===== src/rtl/hsvmx_pkg.sv =====
// shared constants and types of the hsv mask extreme point tracker
package hsvmx_pkg;

    localparam int CH_W       = 8;
    localparam int CFG_IDX_W  = 4;
    localparam int CFG_DATA_W = 12;
    localparam int LX_W       = 12;
    localparam int PT_W       = 11;
    localparam int TY_W       = 12;
    localparam int SPAN_W     = 12;
    localparam int RATIO_W    = 10;
    localparam int BIT_W      = 4;
    localparam int SCALE_W    = 12;
    localparam int RATIO_SCALE = 2112;
    localparam int RATIO_MAX   = 844;

    typedef enum logic [CFG_IDX_W-1:0] {
        REG_HUE_LOW,
        REG_HUE_HIGH,
        REG_SAT_LOW,
        REG_SAT_HIGH,
        REG_VAL_LOW,
        REG_VAL_HIGH,
        REG_FRAME_WIDTH,
        REG_FRAME_HEIGHT
    } cfg_index_t;

endpackage


===== src/rtl/hsvmx_fifo.sv =====
// two-entry queue of frame records between front and back
module hsvmx_fifo
    import hsvmx_pkg::*;
#(
    parameter int W = 8
)
(
    input  logic         clk,
    input  logic         rst_n,
    input  logic         wr,
    input  logic [W-1:0] wdata,
    input  logic         rd,
    output logic [W-1:0] rdata,
    output logic         full,
    output logic         empty
);

    logic [W-1:0] mem_reg [2];
    logic         wptr_reg;
    logic         rptr_reg;
    logic [1:0]   count_reg;

    assign full  = (count_reg == 2'd2);
    assign empty = (count_reg == 2'd0);
    assign rdata = mem_reg[rptr_reg];

    always_ff @(posedge clk)
    begin
        if (wr && !full)
        begin
            mem_reg[wptr_reg] <= wdata;
        end
    end

    always_ff @(posedge clk or negedge rst_n)
    begin
        if (!rst_n)
        begin
            wptr_reg  <= 1'b0;
            rptr_reg  <= 1'b0;
            count_reg <= 2'd0;
        end
        else
        begin
            if (wr && !full)
            begin
                wptr_reg <= ~wptr_reg;
            end
            if (rd && !empty)
            begin
                rptr_reg <= ~rptr_reg;
            end
            if ((wr && !full) && !(rd && !empty))
            begin
                count_reg <= count_reg + 2'd1;
            end
            else if (!(wr && !full) && (rd && !empty))
            begin
                count_reg <= count_reg - 2'd1;
            end
        end
    end

endmodule


===== config.mk =====
export PLATFORM = sky130hd
export DESIGN_NAME = hsvmx_fifo
export DESIGN_NICKNAME = d
export VERILOG_FILES = /design/src/rtl/hsvmx_pkg.sv /design/src/rtl/hsvmx_fifo.sv
export SDC_FILE = /design/constraint.sdc
export NUM_CORES = 1
export LEC_CHECK = 0
export BUFFER_PORTS_ARGS = -buffer_cell sky130_fd_sc_hd__buf_2
export CAP_MARGIN = 20
export CORE_ASPECT_RATIO = 1.25
export CORE_UTILIZATION = 30
export CTS_CLUSTER_DIAMETER = 120
export DETAILED_ROUTE_END_ITERATION = 10
export GPL_TIMING_DRIVEN = 0
export PLACE_DENSITY_LB_ADDON = 0.3
export SETUP_SLACK_MARGIN = 0.02
export SYNTH_ARGS = -nofsm -noshare
export SYNTH_HDL_FRONTEND = slang
export SYNTH_SLANG_ARGS = --single-unit

===== constraint.sdc =====
create_clock -name clk -period 3.15 [get_ports clk]
set_input_delay 0.63 -clock clk [delete_from_list [all_inputs] [get_ports clk]]
set_output_delay 0.63 -clock clk [all_outputs]
set_load 0.01 [all_outputs]

After elaboration in Yosys (flattened, before gate mapping)
Memories as Yosys holds them, arrays and structs flattened.
Index checks and enable logic that the tools add are counted.
Storage, ports and cells
  word-level logic and storage cells: 23
  output and inout bits: 10
  bits of input ports: 12
  register bits after elaboration: 4
  memories kept: 1
  memory bits (writable): 16
Operators by class
  bitwise operators: 2
  equal/unequal tests: 1
  $add $sub $neg: 2
  mux-type cells: 4
  reductions and logical operators: 10
Memory list
  mem_reg: depth 2, bits a word 8, read ports 1, clocked after Yosys merged registers in 0, write ports 1, line hsvmx_fifo.sv:18  | logic [W-1:0] mem_reg [2];
Operators with widths (count)
  logical AND 1 bit: 4
  zero test 1 bit: 4
  two-way mux 2 bit: 2
  adder 2 x 1 -> 2 bit, second input constant: 1
  == test 2 bit, second input constant: 1
  zero test 2 bit: 1
  two-way mux 1 bit: 2
  NOT 1 bit: 2
  nonzero test 2 bit: 1
  subtractor 2 x 1 -> 2 bit, second input constant: 1

Depth between registers and ports, before layout
Gate-level depths: netlist of run 1.
  word-level depth: 7
  depth in mapped cells: 7
  gate-level depth less buffers: 7

Worst setup path before layout of run 1
Ideal clock, no wire load.
  path kind: reg2out
  start point: register rptr_reg
  end point: output rdata[1]
  path buffers: 1
  data required time: 2520 ps
  data arrival time: 865 ps
  cell stages (with the launch flop): 3
  path slack: 1655 ps
  cell sequence: dfrtp_1 buf_2 mux2_1
On the way
  word-level cells in the longest chain between the ends: 1
Ends and longest elaborated chain
  from (decl): line hsvmx_fifo.sv:20  | logic rptr_reg;
  from (signal assigned): line hsvmx_fifo.sv:51  | rptr_reg <= ~rptr_reg;
  memory (2 x 8 bit)
  to (decl): line hsvmx_fifo.sv:13  | output logic [W-1:0] rdata,
Every way passes these cells.

Worst setup path in the final report of run 1
  start point: register rptr_reg
  end point: output rdata[0]
The elaborated chain is that of the path after synthesis.

==> impl_metrics.toml, run 1 <==
[clocking]
ctsResizeCount = 0
h-tree-depth = 1
cts_buffer_depth = 2
cts_made_buffers = 3
cts_tree = "yes"
clock_sinks = 20
clockRootBuffer = "clkbuf_4"
clk_pin_slew_worst_paths_ns = 0.11
clkLatencyLatePin_ns = 0.29
post-cts-setup-buffers = 0
hold_buffers = 0

[global_route]
grt_pass1_vias = 408
grt_pass1_wl_mm = 1.79
grt_max_degree = 12
grt-ovfl-total = 0
antenna_found_initial = 0
grt_usage_pct = 9.54

[final_layout]
fin_area_um2 = 947
diodes = 0
final_cells = 102
fin_util_pct = 39.0
area.growth.synth_to_final_pct = 22.3
nets = 83
final_layout_size_suffix_gt1_share_pct = 39.1
largest_reg_flops = 16

[yosys]
yosys-top-cells-count = "edfxtp_1 (16), mux2_1 (7), dfrtp_1 (4)"
synthCells = 44
synthFlopType = "edfxtp_1"
ys_seq_elements = 20
synth_area_um2 = 774
yosysMostFrequentCell = "edfxtp_1"
ys_types = 14
synth-seq-area-share_pct = 75.0
ys_warn_count = 0
async_flop_share_pct = 20.0
syn_area_per_cell_um2 = 17.6
synth_fp_nets = 57
synth.area.top_cells = "edfxtp_1 (62%), dfrtp_1 (13%), mux2_1 (10%)"
synth_edf_count = 16
synth_top_area_share_pct = 62.0
yosysTopAreaCell = "edfxtp_1"

[critical_path]
cp_max_fo = 9
cp.required_ns = 2.52
end_kind = "output pin"
critical_path_class = "register to output pin"
r2r_cells = 3
start_kind = "register"
cp_data_arrival_time_ns = 1.38

[drt]
wl_per_cell_um = 11.7
dr.first_iter.drc_count = 2
ant_nets = 0
drc = 0
viasPerCell = 4.28
vias = 437
totalWireLength_mm = 1.19
dr.pass1.iters = 3

[pwr]
p_per_area_nw_per_um2 = 857
cell_internal_pwr_mw = 0.549
p_leak_nw = 0.388
pwr-share-clk_pct = 14.8
p_seq_share_pct = 49.4
switching_share_pct = 32.4
finalPower_mw = 0.812
peakVddDrop_mv = 0.479
power_switching_mw = 0.263
comb_power_share_pct = 35.8

[die]
start_util_pct = 31.9
die_w_um = 47.4
die_h_um = 58.8
pin_count = 22
core_um2 = 2430
die-area_um2 = 2790
rows = 20

[timing]
drv_slew = 0
setup-violations-final = 0
postLayoutSetupSlackWorst_ns = 1.14
maxSlewHeadroom_pct = 49.9
tightestPinTransition_ns = 0.748
rsz0062_at_grt = "false"
hold_slack_ns = 0.118
hold_viol_final = 0
fin_worst_skew_ns = 0.00292
finalCriticalPeriod_ns = 2.01
tns_ns = 0
timing.fmax_mhz = 499
post-route-period-util_pct = 63.7

[place]
port_buffers = 21
dp.cells = 98
dpl-instance-area_um2 = 921
gp_congestion = 0.619
pre_cts_ws_ns = 1.38
dpl.hpwl_um = 849

[run]
cap_violations = 0

[hold_path]
hp-class = "primary input to asynchronous set/reset pin"

[status]
status = "finished clean"
==> kinds of logic after synthesis <==
logic type | synth area share (%)
adders and majority gates | 1.62
and+or+nand+nor | 3.88
buffers and inverters | 1.62
muxes | 11.6
AOI/OAI and AO/OA | 0.646
DFF | 75.0
xor gates and xnor gates | 5.66
==> worst max-delay path, cell delays in order (launching register included) <==
cell,delay [ns]
dfrtp_1,0.33
buf_2,0.24
mux2_2,0.37
buf_2,0.14
==> power groups by stage <==
stage	Combinational (mW)	Sequential [mW]	Clock, mW
final	0.290	0.401	0.120
after floorplan	0.200	0.400	0
after detailed placement	0.296	0.409	0
after CTS	0.298	0.402	0.124
after global routing	0.322	0.410	0.130
after global placement	0.289	0.405	0
==> cell usage in the layout (no fill, tap or decap), types with 2 or more instances in the layout <==
| master | synthesis | layout |
|---|---|---|
| clkbuf_4 | 0 | 3 |
| edfxtp_1 | 16 | 16 |
| xor2_1 | 2 | 2 |
| nor2_1 | 3 | 3 |
| dfrtp_1 | 4 | 4 |
| buf_2 | 1 | 22 |
| mux2_1 | 7 | 7 |
| xnor2_1 | 3 | 3 |
| inv_1 | 2 | 2 |
==> area by class of cell <==
class | instances | area [µm²]
repair buffers | 21 | 105
well taps | 33 | 41.3
flip-flops and latches | 20 | 581
fillers | 243 | 1480
clock buffers | 3 | 22.5
clock inverters | 1 | 3.75
multi-input cells | 21 | 181
inverters | 2 | 7.51
plain buffers | 1 | 5.00
==> layer usage <==
| metal | vias to the layer above | track usage, % | wire (µm) |
|---|---|---|---|
| li1 | 207 | - | - |
| met1 | 213 | 11.5 | 517 |
| met2 | 15 | 15.1 | 601 |
| met3 | 2 | 1.84 | 54 |
| met4 | 0 | 6.12 | 17 |
| met5 | - | 0 | 0 |
==> path summary, 6_finish.rpt <==
kind                              start             to  slack [ns]
max in group asynchronous         rst_n       rptr_reg        2.91
hold reg to reg                wptr_reg       wptr_reg        0.50
min in group clk               wptr_reg       wptr_reg        0.50
setup reg to reg           count_reg[0]  mem_reg[0][5]        1.51
setup / recovery               rptr_reg       rdata[0]        1.14
hold / removal                    rst_n       wptr_reg        0.12
No activity file was read; power rests on OpenSTA's default activity.
==> run 2, diff against run 1 <==
Clock period 3.15 ns to 1.63 ns, I/O delays scaled along.
==> impl_metrics.toml, run 2 (synthesized netlist as in run 1, its figures left out) <==
[critical_path]
r2r_cells = 7
regToRegSetupSlack_ns = 0.14
start_kind = "register"
reg2reg_from = "count_reg[0]"
end_kind = "output pin"
r2r-end = "count_reg[1]"
cp_max_fo = 5
startpoint = "rptr_reg"
crit_end = "rdata[4]"
critical_path_class = "register to output pin"
cp_data_arrival_time_ns = 1.28
cp.required_ns = 1.30

[drt]
wl_met1_um = 549
ant_nets = 0
vias = 452
dr.first_iter.drc_count = 3
maxUsedRoutingLayer = "met4"
route.met2.wl_um = 691
viasPerCell = 4.30
drc = 0
dr.pass1.iters = 3
wl_met3_um = 62
wl_per_cell_um = 12.5
totalWireLength_mm = 1.32

[final_layout]
layout_commonest_cell = "edfxtp_1"
final_layout_size_suffix_gt1_share_pct = 51.4
fin_area_um2 = 1060
largest_reg_flops = 16
area.growth.synth_to_final_pct = 37.5
nFillCells = 230
final_cell_mix = "edfxtp_1 (16), buf_2 (13), buf_6 (10)"
nets = 86
diodes = 0

[timing]
rsz0062_at_grt = "true"
maxSlewHeadroom_pct = 68.0
fin_worst_skew_ns = 0.00295
finalCriticalPeriod_ns = 1.60
post-route-period-util_pct = 98.4
timing.fmax_mhz = 624
setup-violations-final = 0
tightestPinTransition_ns = 0.479
drv_slew = 0
hold_viol_final = 0

[status]
status = "finished clean"

[pwr]
finalPower_mw = 1.87
cell_internal_pwr_mw = 1.29
p_per_area_nw_per_um2 = 1750
pwr-share-clk_pct = 12.4
p_leak_nw = 0.455
peakVddDrop_mv = 0.981
p_seq_share_pct = 42.5
comb_power_share_pct = 45.0
switching_share_pct = 30.7
power_switching_mw = 0.572

[clocking]
cts_buffer_depth = 2
clock_sinks = 20
cts_tree = "yes"
clk_pin_slew_worst_paths_ns = 0.11
h-tree-depth = 1
clkLatencyLatePin_ns = 0.29
clockRootBuffer = "clkbuf_4"
cts_made_buffers = 3

[place]
gp_congestion = 0.619
dpl.hpwl_um = 849
dpl-instance-area_um2 = 921
port_buffers = 21

[hold_path]
hp-class = "primary input to register"
min_from = "wdata[6]"

[global_route]
grt_max_degree = 12
grt_pass1_wl_mm = 1.80
grt-ovfl-total = 0
grt_usage_pct = 9.61
grt_pass1_vias = 412
antenna_found_initial = 0

[die]
pin_count = 22
die_w_um = 47.4
start_util_pct = 31.9
die-area_um2 = 2790
core_um2 = 2430
die_h_um = 58.8
rows = 20

[run]
cap_violations = 0
[run 2: cell types whose count changed in the layout (fill, tap and decap cells not counted), sizes merged]
cell	previous run	this run
dlygate4sd3	0	1
buf	22	24
[run 2: power by group through the flow]
stage | sequential (mW) | clock (mW) | combinational [mW]
floorplan | 0.774 | 0 | 0.387
global placement | 0.783 | 0 | 0.559
detailed placement | 0.790 | 0 | 0.571
CTS | 0.782 | 0.240 | 0.615
global route | 0.808 | 0.252 | 0.915
finish | 0.793 | 0.232 | 0.840
[run 2: area by class of cell]
type | count | area, µm² | area share [%]
inverter | 2 | 7.51 | 0.705
tap | 33 | 41.3 | 3.88
clock buffer | 3 | 22.5 | 2.12
multi-input combinational | 21 | 214 | 20.1
buffer | 1 | 11.3 | 1.06
sequential | 20 | 581 | 54.5
clock inverter | 1 | 3.75 | 0.353
timing repair buffer | 24 | 184 | 17.3
[run 2: timing repair]
item                                    4_1_cts  5_1_grt
hold buffers                                  1        0
resized for setup                             3       18
gates cloned                                  0        1
buffers inserted                              1        0
endpoints found under the setup margin       16        8
endpoints found under the hold margin         4        0
[run 2: worst min-delay path by stage]
stage          slack [ns]  cells past startpoint       endpoint
3_5_place_dp         0.14                      1   count_reg[1]
5_1_grt              0.21                      1  mem_reg[1][7]
3_3_place_gp         0.14                      1   count_reg[1]
6_report             0.22                      1  mem_reg[0][6]
2_1_floorplan        0.03                      0   count_reg[0]
4_1_cts              0.21                      1  mem_reg[0][6]
[run 2: metal layers]
metal	vias to the layer above	GRT usage [%]
li1	213	-
met1	220	11.5
met2	17	15.3
met3	2	1.84
met4	0	6.12
met5	-	0
[run 2: worst max-delay path, stage by stage (launching register included)]
cell and delay (ns):
dfrtp_1 0.42, buf_6 0.15, mux2_4 0.30, buf_6 0.12
[run 2: per-stage QoR]
step	instances	util (%)	hold slack, ns	setup WS, ns	setup TNS [ns]
3_3_place_gp	98	37.9	0.136	-0.0133	-0.106
4_1_cts	104	40.1	0.208	0.00530	0
6_report	105	43.9	0.218	0.0264	0
2_1_floorplan	44	-	0.0304	0.256	0
3_5_place_dp	98	37.9	0.138	-0.0318	-0.253
5_1_grt	105	43.9	0.210	-0.0167	-0.0631
