File: config.mk
export PLATFORM = sky130hd
export DESIGN_NAME = hsvmx_front
export DESIGN_NICKNAME = d
export VERILOG_FILES = /design/src/rtl/hsvmx_pkg.sv /design/src/rtl/hsvmx_front.sv
export SDC_FILE = /design/constraint.sdc
export NUM_CORES = 1
export LEC_CHECK = 0
export ABC_CLOCK_PERIOD_IN_PS = 3900
export BUFFER_PORTS_ARGS = -buffer_cell sky130_fd_sc_hd__buf_2
export CORE_UTILIZATION = 40
export DETAILED_ROUTE_END_ITERATION = 8
export PLACE_DENSITY = 0.72
export SLEW_MARGIN = 20
export SYNTH_ARGS = -nofsm -noshare
export SYNTH_HDL_FRONTEND = slang
export SYNTH_SLANG_ARGS = --single-unit
File: constraint.sdc
create_clock -name clk -period 3.9 [get_ports clk]
set_clock_uncertainty 0.2 [all_clocks]
set_input_delay 0.195 -clock clk [delete_from_list [all_inputs] [get_ports clk]]
set_output_delay 0.195 -clock clk [all_outputs]
set_load 0.005 [all_outputs]
File: src/rtl/hsvmx_pkg.sv
// shared constants and types of the hsv mask extreme point tracker
package hsvmx_pkg;

    localparam int CH_W       = 8;
    localparam int CFG_IDX_W  = 4;
    localparam int CFG_DATA_W = 12;
    localparam int LX_W       = 12;
    localparam int PT_W       = 11;
    localparam int TY_W       = 12;
    localparam int SPAN_W     = 12;
    localparam int RATIO_W    = 10;
    localparam int BIT_W      = 4;
    localparam int SCALE_W    = 12;
    localparam int RATIO_SCALE = 2112;
    localparam int RATIO_MAX   = 844;

    typedef enum logic [CFG_IDX_W-1:0] {
        REG_HUE_LOW,
        REG_HUE_HIGH,
        REG_SAT_LOW,
        REG_SAT_HIGH,
        REG_VAL_LOW,
        REG_VAL_HIGH,
        REG_FRAME_WIDTH,
        REG_FRAME_HEIGHT
    } cfg_index_t;

endpackage

File: src/rtl/hsvmx_front.sv
// front part: configuration, pixel mask, raster position and extreme point tracking
module hsvmx_front
    import hsvmx_pkg::*;
#(
    parameter int MAX_DIM = 2048
)
(
    input  logic                  clk,
    input  logic                  rst_n,
    input  logic                  cfg_write,
    input  logic [CFG_IDX_W-1:0]  cfg_index,
    input  logic [CFG_DATA_W-1:0] cfg_data,
    input  logic                  accept,
    input  logic [CH_W-1:0]       hue,
    input  logic [CH_W-1:0]       saturation,
    input  logic [CH_W-1:0]       brightness,
    output logic                  rec_push,
    output logic [2*($clog2(MAX_DIM)+1)+4*$clog2(MAX_DIM)-1:0] rec_data
);

    localparam int DIM_W = $clog2(MAX_DIM) + 1;
    localparam int CNT_W = $clog2(MAX_DIM);

    logic [CH_W-1:0]       hue_low_reg, hue_high_reg;
    logic [CH_W-1:0]       sat_low_reg, sat_high_reg;
    logic [CH_W-1:0]       val_low_reg, val_high_reg;
    logic [CFG_DATA_W-1:0] width_reg, height_reg;

    logic [CNT_W-1:0] col_reg, row_reg, col_next, row_next;
    logic [DIM_W-1:0] lx_reg, lx_next, ty_reg, ty_next;
    logic [CNT_W-1:0] ly_reg, ly_next, rx_reg, rx_next, ry_reg, ry_next, tx_reg, tx_next;
    logic [DIM_W-1:0] w_clamp, h_clamp;
    logic             start, marked, row_end, frame_end;
    logic [DIM_W-1:0] lx_cur, ty_cur;
    logic [CNT_W-1:0] ly_cur, rx_cur, ry_cur, tx_cur;

    function automatic logic [DIM_W-1:0] clamp_dim(input logic [CFG_DATA_W-1:0] v);
        logic [DIM_W-1:0] r;
        if (v == '0)
        begin
            r = DIM_W'(1);
        end
        else if (int'(v) > MAX_DIM)
        begin
            r = DIM_W'(MAX_DIM);
        end
        else
        begin
            r = DIM_W'(v);
        end
        return r;
    endfunction

    assign w_clamp = clamp_dim(width_reg);
    assign h_clamp = clamp_dim(height_reg);
    assign start   = (col_reg == '0) && (row_reg == '0);

    assign marked = (hue >= hue_low_reg) && (hue <= hue_high_reg) &&
                    (saturation >= sat_low_reg) && (saturation <= sat_high_reg) &&
                    (brightness >= val_low_reg) && (brightness <= val_high_reg);

    always_comb
    begin
        lx_cur = start ? w_clamp : lx_reg;
        ly_cur = start ? '0 : ly_reg;
        rx_cur = start ? '0 : rx_reg;
        ry_cur = start ? '0 : ry_reg;
        tx_cur = start ? '0 : tx_reg;
        ty_cur = start ? h_clamp : ty_reg;

        lx_next = lx_cur;
        ly_next = ly_cur;
        rx_next = rx_cur;
        ry_next = ry_cur;
        tx_next = tx_cur;
        ty_next = ty_cur;
        if (marked)
        begin
            if (DIM_W'(row_reg) < ty_cur)
            begin
                tx_next = col_reg;
                ty_next = DIM_W'(row_reg);
            end
            if (DIM_W'(col_reg) < lx_cur)
            begin
                lx_next = DIM_W'(col_reg);
                ly_next = row_reg;
            end
            if (col_reg > rx_cur)
            begin
                rx_next = col_reg;
                ry_next = row_reg;
            end
        end

        row_end   = (DIM_W'(col_reg) + DIM_W'(1)) >= w_clamp;
        frame_end = row_end && ((DIM_W'(row_reg) + DIM_W'(1)) >= h_clamp);
        if (row_end)
        begin
            col_next = '0;
            row_next = frame_end ? '0 : row_reg + CNT_W'(1);
        end
        else
        begin
            col_next = col_reg + CNT_W'(1);
            row_next = row_reg;
        end
    end

    assign rec_push = accept && frame_end;
    assign rec_data = {lx_next, ly_next, rx_next, ry_next, tx_next, ty_next};

    always_ff @(posedge clk or negedge rst_n)
    begin
        if (!rst_n)
        begin
            hue_low_reg  <= '0;
            hue_high_reg <= '1;
            sat_low_reg  <= '0;
            sat_high_reg <= '1;
            val_low_reg  <= '0;
            val_high_reg <= '1;
            width_reg    <= CFG_DATA_W'(640);
            height_reg   <= CFG_DATA_W'(480);
            col_reg      <= '0;
            row_reg      <= '0;
        end
        else
        begin
            if (cfg_write)
            begin
                unique case (cfg_index_t'(cfg_index))
                    REG_HUE_LOW:      hue_low_reg  <= cfg_data[CH_W-1:0];
                    REG_HUE_HIGH:     hue_high_reg <= cfg_data[CH_W-1:0];
                    REG_SAT_LOW:      sat_low_reg  <= cfg_data[CH_W-1:0];
                    REG_SAT_HIGH:     sat_high_reg <= cfg_data[CH_W-1:0];
                    REG_VAL_LOW:      val_low_reg  <= cfg_data[CH_W-1:0];
                    REG_VAL_HIGH:     val_high_reg <= cfg_data[CH_W-1:0];
                    REG_FRAME_WIDTH:  width_reg    <= cfg_data;
                    REG_FRAME_HEIGHT: height_reg   <= cfg_data;
                    default:          ;
                endcase
            end
            if (accept)
            begin
                col_reg <= col_next;
                row_reg <= row_next;
            end
        end
    end

    always_ff @(posedge clk)
    begin
        if (accept)
        begin
            lx_reg <= lx_next;
            ly_reg <= ly_next;
            rx_reg <= rx_next;
            ry_reg <= ry_next;
            tx_reg <= tx_next;
            ty_reg <= ty_next;
        end
    end

endmodule

# Yosys cells after proc, flatten, opt, wreduce, memory -nomap -nowiden
# Index checks and enable logic that the tools add are counted.
# totals
ff_bits,162
in_bits,44
out_inout_bits,69
word_cells,86
# classes
magnitude_cmp,13
n_addsub,4
n_mux,24
eq_ne,7
reduce_logical,22
# op_table
op,count
2-to-1 mux 11 bit,14
2-to-1 mux 12 bit,10
"adder 11 x 1 -> 12 bit, second input constant",2
greater-or-equal comparator 12 bit,2
greater-or-equal comparator 8 bit,3
"greater-than comparator 12 bit, second input constant",2
<= comparator 8 bit,3
logical NOT 12 bit,2
less-than comparator 11 x 12 -> 1 bit,2
"adder 11 x 1 -> 11 bit, second input constant",2
logical NOT 11 bit,2
AND reduction 2 bit,9
"== test 4 x 3 -> 1 bit, second input constant",4
greater-than comparator 11 bit,1
"== test 4 x 2 -> 1 bit, second input constant",2
logical AND 1 bit,8
"== test 4 x 1 -> 1 bit, second input constant",1
logical NOT 4 bit,1

# Longest topological paths before layout
# logic_depth
depth_word,7
mapped_depth,19
ltp_nobuf,15

# Least setup slack after synthesis
# OpenSTA, ideal clock, no wires.
# synth_path
path_kind,register to output
from,register col_reg[0]
to,output port rec_data[0]
stages_incl_launch_ff,19
arrival_ns,3.769
slack_ns,-0.264
required_ns,3.505
path_buffers,3
path_cell_list,dfrtp_1 > inv_1 > ha_1 > nor4b_1 > nand2_1 > or2_0 > clkbuf_8 > clkbuf_1 > nor2_1 > a21oi_1 > ha_1 > a211o_1 > a221oi_1 > o21ai_0 > a2111oi_2 > nor3_2 > nor3_4 > buf_8 > mux2i_1
# synth_between
elab_chain_cells,6
# synth_lines
element,line_no,rtl
"start, declared",hsvmx_front.sv:29,"logic [CNT_W-1:0] col_reg, row_reg, col_next, row_next;"
"start signal, assigned",hsvmx_front.sv:146,col_reg <= col_next;
logical NOT 11 bit *,hsvmx_front.sv:56,assign start = (col_reg == '0) && (row_reg == '0);
logical AND 1 bit *,hsvmx_front.sv:56,
2-to-1 mux 12 bit *,hsvmx_front.sv:69,ty_cur = start ? h_clamp : ty_reg;
less-than comparator 11 x 12 -> 1 bit,hsvmx_front.sv:79,if (DIM_W'(row_reg) < ty_cur)
2-to-1 mux 12 bit,hsvmx_front.sv:79,
2-to-1 mux 12 bit *,hsvmx_front.sv:77,if (marked)
"end, declared",hsvmx_front.sv:18,output logic [2*($clog2(MAX_DIM)+1)+4*$clog2(MAX_DIM)-1:0] rec_data
# Mark *: on every way between the ends. The rest lies on a longest branch, timed or not.

# Final worst setup path
# layout_path
from,register row_reg[7]
to,output port rec_data[19]
# layout_between
elab_chain_cells,6
elab_cells_between_ends,7
classes_between,order compare (1); mux (4); reduce/logical (2)
# layout_lines
element,line_no,rtl
"start, declared",hsvmx_front.sv:29,
"start signal, assigned",hsvmx_front.sv:147,row_reg <= row_next;
logical NOT 11 bit,hsvmx_front.sv:56,
logical AND 1 bit,hsvmx_front.sv:56,
2-to-1 mux 12 bit,hsvmx_front.sv:69,
less-than comparator 11 x 12 -> 1 bit,hsvmx_front.sv:79,
2-to-1 mux 11 bit,hsvmx_front.sv:79,
2-to-1 mux 11 bit *,hsvmx_front.sv:77,
# Marked as above.

==> key figures <==
Synthesis
  • Post-synth EDFFs: 68
  • Synth unique cells: 68
  • Post-Synth Simple-Gate Area: 0.122
  • Avg Inst Size Synth: 10.7 um2
  • FFs w/ async S/R, synth: 0.580
  • Top cells by area, synth: edfxtp_1, dfrtp_1, ha_1
  • Area leader, netlist: edfxtp_1
  • Yosys top cell area share: 0.205
  • Post-synth top flop: edfxtp_1
  • Compound-Gate Fraction of Synth Area: 0.0995
  • Largest family of logic cells by synthesized area: adder cells
  • Mux contribution to synthesized area: 0.134
  • Adder-cell share of the synthesized area: 0.135
  • Synth Cell Area: 9940 um2
  • Post-synthesis sequential area ratio: 0.446
  • Synth Area in XOR/XNOR: 0.0159
  • Synth Instances: 933
  • Mapped Nets: 1,084
  • Seq cells post-synth: 162
  • YS warnings: 0

Die
  • Die area: 25,500 um2
  • Starting Density: 0.409
  • Row count: 57
  • Core Box Area: about 24,000 um2
  • DIE HEIGHT: 160 um
  • Die span in x: between 150 and 200 um
  • I/O Pins: between 100 and 150

Clock network
  • Total CTS buffers: 17
  • Clk pin slew, worst setup/hold paths: 70 ps
  • Clock root cell: clkbuf_16
  • TritonCTS clock tree: built
  • Clock sinks: ~160
  • Clock latency on the worst-skew pair: 430 ps
  • Clk buf depth: 2
  • H-tree Lvls: 4

Route
  • DR vias: 8,384
  • Antenna-violating nets left: 0
  • Via density: 5.60
  • WL per Instance: 20.5 um
  • Initial DRT Pass Iterations: 5
  • DRC errors left: 0
  • Routed WL: 30,700 um
  • Initial DRC Count: 579

STA
  • RSZ-0062 raised after global routing: true
  • Worst rel slew slack: 0.297
  • Crit path time final: 4770 ps
  • Fin Hold WS: 15.3 ps
  • Final hold violations: 0
  • Pins Over Slew Limit: 0
  • Worst-Margin Slew: between 1000 and 1500 ps
  • Fin crit share: 1.22
  • Final setup margin: -870 ps
  • F_max: 0.210 GHz
  • Setup-failing EPs final: around 130

Placement
  • IO Port Bufs: about 110
  • DP Worst Slack: -341 ps
  • Dpl cell area: between 10,000 and 15,000 um2
  • DP HPWL: 19,200 um
  • Placed Cells: 1,405
  • Gpl congestion: 0.867

Global routing
  • Largest net degree at the start of global routing: 51
  • Vias in the first global route: 8,274
  • First-pass GRT wire length: 44,000 um
  • Initial antenna violation count: 1
  • GRT Residual Overflow: 0
  • Tot GR Track Use: 0.221

Outcome
  • Failing checks: setup timing
  • Status: finished, violations left

Setup path
  • WP data arrival: between 4000 and 5000 ps
  • Crit path max-delay family: simple AND/OR/NAND/NOR gates
  • Worst-path maximum fanout: 7
  • CP peak stage delay: 420 ps
  • CP Buf/Inv Count: 5
  • CP Launch Point: row_reg[7]
  • Crit path capture type: primary output
  • Critical path, cell by cell: nor4_2, nand3_2, or2_4, buf_16, buf_4, nor2_1, a21oi_1, ha_1, a221oi_2, o21ai_2, a2111oi_4, nor3_2, nor3_4, buf_6, buf_12, mux2i_2, buf_2
  • RR Startpoint: row_reg[7]
  • Slowest CP cell: nor4_2
  • Startpoint types: register
  • Worst path required time: around 3500 ps
  • Setup CP Type: register to primary output

Layout
  • Non-filler instance count after layout: about 1,500
  • Filler cells: between 1,500 and 2,000
  • Final instance area: 13,800 um2
  • Fraction of layout cells with a size suffix above 1: 0.430
  • Synth-to-Final Area Change: 38.7%
  • Multi-input logic area: 6120 um2
  • Final nets: 1,309
  • Reg area: 4430 um2

Power
  • Leakage power total: just under 6 nW
  • Worst vdd ir: 0.338 mV
  • Cell Pwr Density: 618 nW/um2

Hold path
  • Min-delay src: cfg_data[0]
  • Hold crit path type: primary input to register

Run
  • Maximum Capacitance Violations: 0
[layout by cell type (no fill, tap or decap), types with 36 or more instances in the layout]
cell | synthesis | final
buf_2 | 6 | 108
buf_4 | 1 | 84
dfrtp_1 | 64 | 64
edfxtp_1 | 68 | 68
ha_1 | 107 | 97
inv_1 | 72 | 69
mux2_2 | 59 | 58
mux2i_4 | 0 | 40
nand2_1 | 116 | 109
o21ai_0 | 42 | 36
[report_power, final]
group,internal [W],total [W],leakage (nW),switching [W]
Clock,0.000892,0.00164,0.261,0.000751
Combinational,0.00209,0.00436,3.90,0.00227
Sequential,0.00230,0.00252,1.80,0.000221
[metrics by stage]
stage                util  power, W  TNS (ps)
finish              0.567   0.00852    -56770
global route        0.567   0.00892    -76630
CTS                 0.523   0.00763    -46960
detailed placement  0.472   0.00568    -18140
global placement    0.472   0.00557    -11920
floorplan               -   0.00442     -2370
[synthesized netlist by cell type, drive strengths merged, types with 3 or more instances]
| cell type | number |
|---|---|
| edfxtp | 68 |
| nor3 | 13 |
| mux2i | 67 |
| o211ai | 4 |
| dfstp | 30 |
| nand3 | 17 |
| o21a | 7 |
| clkbuf | 24 |
| nor2 | 46 |
| and2 | 3 |
| o21ai | 42 |
| a211oi | 6 |
| nor4 | 9 |
| a21o | 4 |
| nand4 | 10 |
| ha | 107 |
| a22o | 11 |
| a31oi | 4 |
| xnor2 | 16 |
| and3 | 4 |
| mux2 | 59 |
| nand2b | 6 |
| nor2b | 11 |
| inv | 72 |
| a21oi | 45 |
| o22ai | 8 |
| buf | 13 |
| o21bai | 3 |
| dfrtp | 64 |
| nand2 | 116 |
| nor3b | 4 |
| or3 | 3 |
| nand3b | 3 |
[layout make-up]
type / count / area share
well taps: 324 / 0.0294
flip-flops and latches: 162 / 0.321
diodes: 1 / 0.000181
repair buffers: 243 / 0.144
clock buffers: 19 / 0.0314
clock inverters: 13 / 0.00925
inverters: 73 / 0.0202
multi-input cells: 661 / 0.444
[final timing paths]
check | to | slack [ps] | depth (start not counted)
worst min register to register | height_reg[0] | 300 | 1
worst max-delay path | rec_data[19] | -870 | 17
max in group asynchronous | sat_high_reg[3] | 2520 | 3
min in group asynchronous | val_low_reg[2] | 130 | 2
worst max register to register | ty_reg[0] | -390 | 18
worst min-delay path | val_high_reg[0] | 20 | 2
[worst register-to-register path, cell delays in order, from the launching register on]
cell and delay (ps):
dfrtp_1 400, nor4_2 420, nand3_2 150, or2_4 320, buf_16 170, buf_4 160, nor2_1 160, a21oi_1 110
ha_1 240, a221oi_2 320, o21ai_2 130, a2111oi_4 210, nor3_2 110, nor3_4 290, buf_6 150, buf_12 160
mux2i_4 280, buf_6 120, buf_6 70
[per-layer routing]
metal / vias to the layer above / track usage / wire length (um)
met3: 81 / 0.0382 / 1630
met5: - / 0 / 0
li1: 3832 / - / -
met2: 299 / 0.383 / 15500
met1: 4172 / 0.276 / 12500
met4: 0 / 0.0800 / 1010
[kinds of logic (layout without fill, tap and decap cells)]
logic type               count (synthesis)  after routing
AND/OR/NAND/NOR                        255            255
flip-flops                             162            162
AO/OA/AOI/OAI                          155            155
multiplexers                           126            126
buffers and inverters                  110            348
adder cells (fa/ha/maj)                107            107
XOR/XNOR                                18             18
other                                    0              1
[repair_timing]
action                                  CTS  global route
hold buffers                             12             0
gates cloned                              6             4
endpoints found under the hold margin    67             0
resized for setup                        66           155
pin swaps                                16            23
setup buffers                            11            31
endpoints found under the setup margin  132           144
No activity file was read; power rests on OpenSTA's default activity.
